<file path="src/hw/rtl/tte_pkg.sv">
// Package for the timer table expiry block: operation and status codes,
// the slot record type and the sequencer state type. No dependencies.
package tte_pkg;

    localparam int TIMER_SLOTS_DEF = 16;

    typedef enum logic [1:0] {
        OP_SET        = 2'd0,
        OP_CANCEL     = 2'd1,
        OP_CANCEL_CLT = 2'd2,
        OP_POLL       = 2'd3
    } t_op;

    typedef enum logic [2:0] {
        ST_SET_OK      = 3'd0,
        ST_TABLE_FULL  = 3'd1,
        ST_CANCELLED   = 3'd2,
        ST_NOT_FOUND   = 3'd3,
        ST_CLT_CANCEL  = 3'd4,
        ST_OUT_EXPIRED = 3'd5,
        ST_CLT_EXPIRED = 3'd6,
        ST_NONE_DUE    = 3'd7
    } t_status;

    typedef enum logic [2:0] {
        S_IDLE,
        S_READ,
        S_CHECK,
        S_DECIDE,
        S_EMIT
    } t_state;

    // One table entry as stored in the slot memory.
    typedef struct packed {
        logic [31:0] id;
        logic [63:0] nonce;
        logic [32:0] expiry;
        logic [31:0] order;
    } t_slot;

endpackage

</file>
<file path="src/hw/rtl/tte_slot_ram.sv">
// Slot memory of the timer table: one write port, one read port with
// registered read data. Depends on tte_pkg for the slot record type.
module tte_slot_ram
    import tte_pkg::*;
#(
    parameter int TIMER_SLOTS = TIMER_SLOTS_DEF,
    localparam int AW = $clog2(TIMER_SLOTS)
) (
    input  logic          i_clk,
    input  logic          i_we,
    input  logic [AW-1:0] i_waddr,
    input  t_slot         i_wdata,
    input  logic [AW-1:0] i_raddr,
    output t_slot         o_rdata
);

    t_slot r_mem [TIMER_SLOTS];
    t_slot r_rdata;

    always_ff @(posedge i_clk) begin
        if (i_we) begin
            r_mem[i_waddr] <= i_wdata;
        end
        r_rdata <= r_mem[i_raddr];
    end

    assign o_rdata = r_rdata;

endmodule

</file>
<file path="src/hw/rtl/timer_table_expiry_top.sv">
// Timer table expiry block: a sequencer that sweeps the slot table one entry
// at a time with a single compare unit. Depends on tte_pkg and tte_slot_ram.
//
// Each sweep of the table reads every entry from the memory, then compares
// it; after the sweep the result is decided and loaded into the output
// register once it is free. Cancel and cancel-by-nonce take one sweep.
// Set takes one sweep per id candidate tried (one more per live id the id
// counter collides with); poll takes one sweep per expired timer plus one.
// One operation is worked at a time; the next beat is taken once the last
// result is in the output register. Reset (synchronous, active low) empties
// the table and clears the id and insertion counters.
module timer_table_expiry_top
    import tte_pkg::*;
#(
    parameter int TIMER_SLOTS = TIMER_SLOTS_DEF
) (
    input  logic         i_clk,
    input  logic         i_rst_n,
    // Input beat, from bit 0: op[2], now_time[32], elapse[20], nonce[64],
    // timer_id[32], two zero pad bits.
    input  logic         i_s_tvalid,
    output logic         o_s_tready,
    input  logic [151:0] i_s_tdata,
    // Result beat, from bit 0: status[3], result_id[32], result_nonce[64],
    // removed_count[5].
    output logic         o_m_tvalid,
    input  logic         i_m_tready,
    output logic [103:0] o_m_tdata,
    output logic         o_m_tlast
);

    localparam int AW = $clog2(TIMER_SLOTS);
    localparam logic [AW-1:0] LAST_IDX = AW'(TIMER_SLOTS - 1);

    // Control state.
    t_state           r_state, n_state;
    logic [TIMER_SLOTS-1:0] r_valid, n_valid;
    logic [31:0]      r_id_ctr, n_id_ctr;
    logic [31:0]      r_ord_ctr, n_ord_ctr;
    logic             r_m_valid, n_m_valid;
    logic             r_pend_valid, n_pend_valid;

    // Operation context and sweep accumulators.
    t_op              r_op, n_op;
    logic [31:0]      r_now, n_now;
    logic [19:0]      r_elapse, n_elapse;
    logic [63:0]      r_nonce, n_nonce;
    logic [31:0]      r_tid, n_tid;
    logic [AW-1:0]    r_idx, n_idx;
    logic [31:0]      r_cand, n_cand;
    logic             r_hit, n_hit;
    logic [AW-1:0]    r_hit_idx, n_hit_idx;
    logic             r_free_found, n_free_found;
    logic [AW-1:0]    r_free_idx, n_free_idx;
    logic [4:0]       r_cnt, n_cnt;
    logic             r_best_found, n_best_found;
    logic [AW-1:0]    r_best_idx, n_best_idx;
    logic [32:0]      r_best_exp, n_best_exp;
    logic [31:0]      r_best_age, n_best_age;
    logic [31:0]      r_best_id, n_best_id;
    logic [63:0]      r_best_nonce, n_best_nonce;

    // Held poll result, sent once it is known whether another one follows.
    t_status          r_pend_status, n_pend_status;
    logic [31:0]      r_pend_id, n_pend_id;
    logic [63:0]      r_pend_nonce, n_pend_nonce;

    // Staged result and the output register.
    t_status          r_res_status, n_res_status;
    logic [31:0]      r_res_id, n_res_id;
    logic [63:0]      r_res_nonce, n_res_nonce;
    logic [4:0]       r_res_cnt, n_res_cnt;
    logic             r_res_last, n_res_last;
    logic             r_more, n_more;
    logic [103:0]     r_m_data, n_m_data;
    logic             r_m_last, n_m_last;

    // Memory port.
    logic             ram_we;
    logic [AW-1:0]    ram_waddr;
    t_slot            ram_wdata;
    t_slot            ram_rdata;

    logic             s_accept;
    logic [31:0]      ent_age;
    logic [32:0]      poll_limit;
    logic [31:0]      cand_next;
    logic             poll_better;

    assign s_accept   = i_s_tvalid && o_s_tready;
    assign o_s_tready = (r_state == S_IDLE);
    assign o_m_tvalid = r_m_valid;
    assign o_m_tdata  = r_m_data;
    assign o_m_tlast  = r_m_last;

    tte_slot_ram #(
        .TIMER_SLOTS(TIMER_SLOTS)
    ) u_slot_ram (
        .i_clk  (i_clk),
        .i_we   (ram_we),
        .i_waddr(ram_waddr),
        .i_wdata(ram_wdata),
        .i_raddr(r_idx),
        .o_rdata(ram_rdata)
    );

    // The shared compare unit: the entry under the sweep against the
    // operation's key, and for poll against the best candidate so far.
    // A larger age means the timer was inserted earlier.
    assign ent_age     = r_ord_ctr - ram_rdata.order;
    assign poll_limit  = {1'b0, r_now} + 33'd1;
    assign cand_next   = (r_cand == 32'hFFFF_FFFF) ? 32'd1 : r_cand + 32'd1;
    assign poll_better = !r_best_found || (ram_rdata.expiry < r_best_exp) ||
                         ((ram_rdata.expiry == r_best_exp) && (ent_age > r_best_age));

    always_comb begin
        n_state       = r_state;
        n_valid       = r_valid;
        n_id_ctr      = r_id_ctr;
        n_ord_ctr     = r_ord_ctr;
        n_m_valid     = r_m_valid;
        n_pend_valid  = r_pend_valid;
        n_op          = r_op;
        n_now         = r_now;
        n_elapse      = r_elapse;
        n_nonce       = r_nonce;
        n_tid         = r_tid;
        n_idx         = r_idx;
        n_cand        = r_cand;
        n_hit         = r_hit;
        n_hit_idx     = r_hit_idx;
        n_free_found  = r_free_found;
        n_free_idx    = r_free_idx;
        n_cnt         = r_cnt;
        n_best_found  = r_best_found;
        n_best_idx    = r_best_idx;
        n_best_exp    = r_best_exp;
        n_best_age    = r_best_age;
        n_best_id     = r_best_id;
        n_best_nonce  = r_best_nonce;
        n_pend_status = r_pend_status;
        n_pend_id     = r_pend_id;
        n_pend_nonce  = r_pend_nonce;
        n_res_status  = r_res_status;
        n_res_id      = r_res_id;
        n_res_nonce   = r_res_nonce;
        n_res_cnt     = r_res_cnt;
        n_res_last    = r_res_last;
        n_more        = r_more;
        n_m_data      = r_m_data;
        n_m_last      = r_m_last;
        ram_we        = 1'b0;
        ram_waddr     = r_free_idx;
        ram_wdata.id     = r_cand;
        ram_wdata.nonce  = r_nonce;
        ram_wdata.expiry = {1'b0, r_now} + {13'd0, r_elapse};
        ram_wdata.order  = r_ord_ctr;

        if (r_m_valid && i_m_tready) begin
            n_m_valid = 1'b0;
        end

        case (r_state)
            S_IDLE: begin
                if (s_accept) begin
                    n_op         = t_op'(i_s_tdata[1:0]);
                    n_now        = i_s_tdata[33:2];
                    n_elapse     = i_s_tdata[53:34];
                    n_nonce      = i_s_tdata[117:54];
                    n_tid        = i_s_tdata[149:118];
                    n_idx        = '0;
                    n_cand       = (r_id_ctr == 32'd0) ? 32'd1 : r_id_ctr;
                    n_hit        = 1'b0;
                    n_free_found = 1'b0;
                    n_cnt        = '0;
                    n_best_found = 1'b0;
                    n_pend_valid = 1'b0;
                    n_state      = S_READ;
                end
            end
            S_READ: begin
                n_state = S_CHECK;
            end
            S_CHECK: begin
                case (r_op)
                    OP_SET: begin
                        if (!r_valid[r_idx] && !r_free_found) begin
                            n_free_found = 1'b1;
                            n_free_idx   = r_idx;
                        end
                        if (r_valid[r_idx] && (ram_rdata.id == r_cand)) begin
                            n_hit = 1'b1;
                        end
                    end
                    OP_CANCEL: begin
                        if (r_valid[r_idx] && (r_tid != 32'd0) &&
                            (ram_rdata.id == r_tid) && !r_hit) begin
                            n_hit     = 1'b1;
                            n_hit_idx = r_idx;
                        end
                    end
                    OP_CANCEL_CLT: begin
                        if (r_valid[r_idx] && (ram_rdata.nonce == r_nonce)) begin
                            n_valid[r_idx] = 1'b0;
                            n_cnt          = r_cnt + 5'd1;
                        end
                    end
                    default: begin
                        if (r_valid[r_idx] && (ram_rdata.expiry <= poll_limit) &&
                            poll_better) begin
                            n_best_found = 1'b1;
                            n_best_idx   = r_idx;
                            n_best_exp   = ram_rdata.expiry;
                            n_best_age   = ent_age;
                            n_best_id    = ram_rdata.id;
                            n_best_nonce = ram_rdata.nonce;
                        end
                    end
                endcase
                if (r_idx == LAST_IDX) begin
                    n_state = S_DECIDE;
                end else begin
                    n_idx   = r_idx + AW'(1);
                    n_state = S_READ;
                end
            end
            S_DECIDE: begin
                n_res_status = ST_NONE_DUE;
                n_res_id     = '0;
                n_res_nonce  = '0;
                n_res_cnt    = '0;
                n_res_last   = 1'b1;
                n_more       = 1'b0;
                n_state      = S_EMIT;
                case (r_op)
                    OP_SET: begin
                        if (!r_free_found) begin
                            n_res_status = ST_TABLE_FULL;
                        end else if (r_hit) begin
                            // Candidate id is live: try the next one.
                            n_cand  = cand_next;
                            n_hit   = 1'b0;
                            n_idx   = '0;
                            n_state = S_READ;
                        end else begin
                            ram_we              = 1'b1;
                            n_valid[r_free_idx] = 1'b1;
                            n_id_ctr            = r_cand;
                            n_ord_ctr           = r_ord_ctr + 32'd1;
                            n_res_status        = ST_SET_OK;
                            n_res_id            = r_cand;
                        end
                    end
                    OP_CANCEL: begin
                        if (r_hit) begin
                            n_valid[r_hit_idx] = 1'b0;
                            n_res_status       = ST_CANCELLED;
                            n_res_id           = r_tid;
                        end else begin
                            n_res_status = ST_NOT_FOUND;
                        end
                    end
                    OP_CANCEL_CLT: begin
                        n_res_status = ST_CLT_CANCEL;
                        n_res_cnt    = r_cnt;
                    end
                    default: begin
                        if (r_best_found) begin
                            n_valid[r_best_idx] = 1'b0;
                            n_pend_valid  = 1'b1;
                            n_pend_status = (r_best_nonce == 64'd0) ? ST_OUT_EXPIRED
                                                                    : ST_CLT_EXPIRED;
                            n_pend_id     = r_best_id;
                            n_pend_nonce  = r_best_nonce;
                            if (r_pend_valid) begin
                                // Another timer is due, so the held one is not last.
                                n_res_status = r_pend_status;
                                n_res_id     = r_pend_id;
                                n_res_nonce  = r_pend_nonce;
                                n_res_last   = 1'b0;
                                n_more       = 1'b1;
                            end else begin
                                n_idx        = '0;
                                n_best_found = 1'b0;
                                n_state      = S_READ;
                            end
                        end else begin
                            n_pend_valid = 1'b0;
                            if (r_pend_valid) begin
                                n_res_status = r_pend_status;
                                n_res_id     = r_pend_id;
                                n_res_nonce  = r_pend_nonce;
                            end
                        end
                    end
                endcase
            end
            S_EMIT: begin
                if (!r_m_valid || i_m_tready) begin
                    n_m_valid = 1'b1;
                    n_m_data  = {r_res_cnt, r_res_nonce, r_res_id, r_res_status};
                    n_m_last  = r_res_last;
                    if (r_more) begin
                        n_idx        = '0;
                        n_best_found = 1'b0;
                        n_state      = S_READ;
                    end else begin
                        n_state = S_IDLE;
                    end
                end
            end
            default: begin
                n_state = S_IDLE;
            end
        endcase
    end

    always_ff @(posedge i_clk) begin
        if (!i_rst_n) begin
            r_state      <= S_IDLE;
            r_valid      <= '0;
            r_id_ctr     <= '0;
            r_ord_ctr    <= '0;
            r_m_valid    <= 1'b0;
            r_pend_valid <= 1'b0;
        end else begin
            r_state      <= n_state;
            r_valid      <= n_valid;
            r_id_ctr     <= n_id_ctr;
            r_ord_ctr    <= n_ord_ctr;
            r_m_valid    <= n_m_valid;
            r_pend_valid <= n_pend_valid;
        end
    end

    always_ff @(posedge i_clk) begin
        r_op          <= n_op;
        r_now         <= n_now;
        r_elapse      <= n_elapse;
        r_nonce       <= n_nonce;
        r_tid         <= n_tid;
        r_idx         <= n_idx;
        r_cand        <= n_cand;
        r_hit         <= n_hit;
        r_hit_idx     <= n_hit_idx;
        r_free_found  <= n_free_found;
        r_free_idx    <= n_free_idx;
        r_cnt         <= n_cnt;
        r_best_found  <= n_best_found;
        r_best_idx    <= n_best_idx;
        r_best_exp    <= n_best_exp;
        r_best_age    <= n_best_age;
        r_best_id     <= n_best_id;
        r_best_nonce  <= n_best_nonce;
        r_pend_status <= n_pend_status;
        r_pend_id     <= n_pend_id;
        r_pend_nonce  <= n_pend_nonce;
        r_res_status  <= n_res_status;
        r_res_id      <= n_res_id;
        r_res_nonce   <= n_res_nonce;
        r_res_cnt     <= n_res_cnt;
        r_res_last    <= n_res_last;
        r_more        <= n_more;
        r_m_data      <= n_m_data;
        r_m_last      <= n_m_last;
    end

    // A new timer is only ever written into a slot that is free.
    a_write_free_slot: assert property (@(posedge i_clk) disable iff (!i_rst_n)
        ram_we |-> !r_valid[ram_waddr])
        else $error("timer written over a live slot");

    // Once a beat is taken the block is busy in the following cycle.
    a_busy_after_accept: assert property (@(posedge i_clk) disable iff (!i_rst_n)
        s_accept |=> !o_s_tready)
        else $error("input taken while an operation is in flight");

    // A held poll result exists only while a poll is in flight.
    a_pend_poll_only: assert property (@(posedge i_clk) disable iff (!i_rst_n)
        r_pend_valid |-> (r_op == OP_POLL) && (r_state != S_IDLE))
        else $error("held poll result outside a poll");

    // The id candidate of a set never becomes zero.
    a_cand_nonzero: assert property (@(posedge i_clk) disable iff (!i_rst_n)
        ((r_state != S_IDLE) && (r_op == OP_SET)) |-> (r_cand != 32'd0))
        else $error("zero id candidate");

    // A set leaves the id counter on the id it handed out.
    a_id_ctr_follows: assert property (@(posedge i_clk) disable iff (!i_rst_n)
        ram_we |=> (r_id_ctr == $past(r_cand)))
        else $error("id counter not on allocated id");

endmodule

</file>
<file path="config.mk">
export PLATFORM = sky130hd
export DESIGN_NAME = timer_table_expiry_top
export DESIGN_NICKNAME = d
export VERILOG_FILES = /design/src/hw/rtl/tte_pkg.sv /design/src/hw/rtl/tte_slot_ram.sv /design/src/hw/rtl/timer_table_expiry_top.sv
export SDC_FILE = /design/constraint.sdc
export NUM_CORES = 2
export LEC_CHECK = 0
export BUFFER_PORTS_ARGS = -buffer_cell sky130_fd_sc_hd__buf_2
export CORE_MARGIN = 2
export CORE_UTILIZATION = 58
export CTS_CLUSTER_DIAMETER = 40
export CTS_CLUSTER_SIZE = 14
export DETAILED_ROUTE_END_ITERATION = 10
export HOLD_SLACK_MARGIN = 0.08
export PLACE_DENSITY = 0.75
export SYNTH_ARGS = -nofsm -noshare
export SYNTH_HDL_FRONTEND = slang
export SYNTH_SLANG_ARGS = --single-unit
</file>
<file path="constraint.sdc">
create_clock -name i_clk -period 26.4 [get_ports i_clk]
set_clock_uncertainty 0.05 [all_clocks]
set_input_delay 1.32 -clock i_clk [delete_from_list [all_inputs] [get_ports i_clk]]
set_output_delay 1.32 -clock i_clk [all_outputs]
set_load 0.005 [all_outputs]
</file>
==> results by group <==
Cells and area
  • Most frequent cells in the layout: edfxtp_1 (3252), mux4_2 (810), clkbuf_16 (440), buf_2 (260), dfxtp_1 (246)
  • Layout area overhead: 15.2%
  • FILL cells: ~14000
  • Post-layout net count: ~7300
  • Most common cell after layout, fill and taps aside: edfxtp_1
  • Share of cells above drive strength 1: 0.269

Global routing
  • Number of antenna violations at the first check in global routing: 12
  • Total track usage: 0.278
  • Vias in the first global route: between 60000 and 70000
  • GR Overflow Total: 0
  • Pin count of the biggest net entering global routing: 157
  • Global-route wire length before repair: 473 mm

STA
  • Max-slew violation total from the final report: 0
  • Maximum achievable frequency: 125 MHz
  • Min cycle time layout: approximately 8000 ps
  • Worst slew pin tran: approximately 1400 ps
  • Final worst-path cycle share: 0.303
  • Final hold slack: 360 ps
  • Count of endpoints failing hold in the final timing report: 0
  • Rel. slew slack: 0.0867
  • Total negative slack: 0 ps
  • Unrepaired setup endpoints after global routing: false
  • Worst Setup Slack, final: ~18000 ps
  • Setup Viol. Count Final: 0

Synth
  • Mapped Cells: 6409
  • Syn Area/Cell: 20.9 um2
  • Count of yosys warnings during synthesis: 0
  • Post-synthesis async set-or-reset flop share: 0
  • Number of storage elements in the synthesis netlist: about 3500
  • Number of unique standard cell types used by synthesis: 73
  • Largest cells by area after synthesis: edfxtp_1 (73%), mux4_2 (14%), dfxtp_1 (3.7%)
  • Library cell with the largest summed area after synthesis: edfxtp_1
  • Portion of synthesized cell area occupied by the leading cell type: 0.729
  • Synthesized net count: 6728
  • Number of flops mapped to enable cells by yosys: roughly 3300
  • Commonest register cell after synthesis: edfxtp_1
  • Total standard cell area after synthesis: 134000 um2
  • Sequential element share of the synthesized area: 0.766

Placed design
  • PortBufs: 260
  • Pre-CTS setup slack: 18480 ps
  • Global placement routability congestion: between 0.8 and 0.9
  • Post-detail-place hpwl: 161 mm

Die
  • Initial core utilization: 0.583
  • Standard-cell row count: around 180
  • Number of placed I/O pins: ~260
  • Area of the die: between 200000 and 250000 um2
  • Area of the placeable core: 230000 um2
  • Die height: ~480 um
  • Width of the die: 485 um

Hold path
  • Hold Startpoint: r_res_id[19]$_DFFE_PP_
  • Worst hold-check path type: flip-flop to flip-flop

Critical path
  • Crit-path max cell delay: 870 ps
  • Data arrival time of the worst path: around 8500 ps
  • Largest driver fanout on the critical path: 50
  • Slowest-stage cell, CP: buf_4
  • Critical Path Start: r_ord_ctr[0]$_SDFFE_PN0P_
  • Crit path launch type: flip-flop
  • Critical path class: flip-flop to flip-flop
  • Type of element capturing the critical path: flip-flop
  • Register-to-register setup slack: 18410 ps
  • Critical path required time: 26940 ps
  • Critical Path, Cell by Cell: inv_1 > ha_1 > inv_1 > fa_1 > a211oi_1 > nor2_1 > o2111ai_1 > a31oi_1 > nor3_1 > o21ai_0 > a21oi_1 > xnor2_1 > ha_1 > and4_1 > nand4_1 > nor3_1 > a211oi_1 > a311oi_1 > o211ai_1 > nor2_4 > buf_4 > buf_4
  • Origin of the critical flop-to-flop path: r_ord_ctr[0]$_SDFFE_PN0P_

Pwr
  • Pwr Density: ~90 nW/um2
  • Overall power of the completed layout: 13.5 mW
  • Static leakage power: around 51 nW
  • Worst vdd rail ir drop: 0.0621 mV

Routing
  • Initial drt markers: 8693
  • Number of vias per cell: 6.58
  • Drt first pass iters: 6
  • Routed WL per cell: between 30 and 40 um
  • Via Count: 68098
  • Remaining DRCs: 0
  • Remaining antenna violation count: 0
  • Detailed-route wire length: 326 mm

CTS
  • Cell at the root of the clock tree: clkbuf_16
  • Worst-skew pair later-pin latency: ~990 ps
  • CTS Buf Count: 438
  • Cts repair resizes: 0
  • Post-CTS setup buffers: 0
  • Clk slew on worst S/H paths: 60 ps
  • Count of clock tree sinks: between 3000 and 4000
  • Clock Tree Buf Depth: 4
  • CTS tree: done
  • H-tree depth: 5
  • Hold buffer count at CTS: 0

Run
  • MaxCap Viol Count: 0

Status
  • Status: completed
[synthesized netlist by cell type, drive strengths merged (95+ instances only)]
master	instances
nand2	231
ha	161
o21ai	122
inv	146
buf	95
nor2	104
a21oi	102
dfxtp	246
clkbuf	167
xor2	182
edfxtp	3252
and2	108
mux4	810
[final timing paths]
kind / to / depth (start not counted)
setup / recovery: r_best_nonce[20]$_DFFE_PP_ / 22
hold / removal: o_m_tdata[22]$_DFFE_PP_ / 0
setup reg to reg: r_best_nonce[20]$_DFFE_PP_ / 22
hold reg to reg: o_m_tdata[22]$_DFFE_PP_ / 0
[flip-flops by register name, summed over array words and instances, names as in the netlist, 16 cells and up]
signal	cells
u_slot_ram.r_mem	2576
u_slot_ram.o_rdata	161
o_m_tdata	104
r_best_nonce	64
r_nonce	64
r_pend_nonce	64
r_res_nonce	64
r_best_exp	33
r_best_age	32
r_best_id	32
r_cand	32
r_id_ctr	32
r_now	32
r_ord_ctr	32
r_pend_id	32
r_res_id	32
r_tid	32
r_elapse	20
r_valid	16
[critical path, delay by kind of cell (launching register included)]
kind / cells / cell delay [ps]
flip-flops: 1 / 520
buffers and inverters: 4 / 1880
adder cells (fa/ha/maj): 3 / 940
AND/OR/NAND/NOR: 6 / 1940
XOR/XNOR: 1 / 110
AO/OA/AOI/OAI: 8 / 2040
[power breakdown]
group	leakage, nW	switching, mW	internal (mW)
clock network	7.28	2.39	3.74
logic	11.7	0.553	0.477
registers	31.8	0.160	6.22
total	50.8	3.11	10.4
[per-layer routing]
layer	global-route usage	vias to the layer above	routed length, um
li1	-	27464	-
met1	0.387	35592	123000
met4	0.102	4	12000
met3	0.0518	677	31700
met5	0	-	27
met2	0.445	4361	159000
[kinds of logic after synthesis]
logic type,count (synthesis),share of synthesized area
buffers and inverters,408,0.0118
and+or+nand+nor,782,0.0302
muxes,810,0.136
AOI/OAI and AO/OA,477,0.0228
xor gates and xnor gates,271,0.0177
adders and majority gates,163,0.0153
DFF,3498,0.766
[final cells by class]
| class | count | area [um2] | area share |
|---|---|---|---|
| Clock buffer | 499 | 11400 | 0.0737 |
| Clock inverter | 304 | 3720 | 0.0241 |
| Tap cell | 3026 | 3790 | 0.0245 |
| Timing Repair Buffer | 368 | 2310 | 0.0150 |
| Inverter | 146 | 561 | 0.00363 |
| Antenna cell | 4 | 10.0 | 0.0000649 |
| Sequential cell | 3498 | 103000 | 0.665 |
| Multi-Input combinational cell | 2503 | 29900 | 0.194 |
[through the flow]
| stage | cell area, um2 | util | cells |
|---|---|---|---|
| after floorplan | 134000 | - | 6409 |
| after global routing | 154000 | 0.672 | 10346 |
| after global placement | 139000 | 0.606 | 9541 |
| after detailed placement | 139000 | 0.606 | 9541 |
| after CTS | 154000 | 0.672 | 10344 |
| final | 154000 | 0.672 | 10348 |
Note: power is estimated with default switching activity, not from simulation.
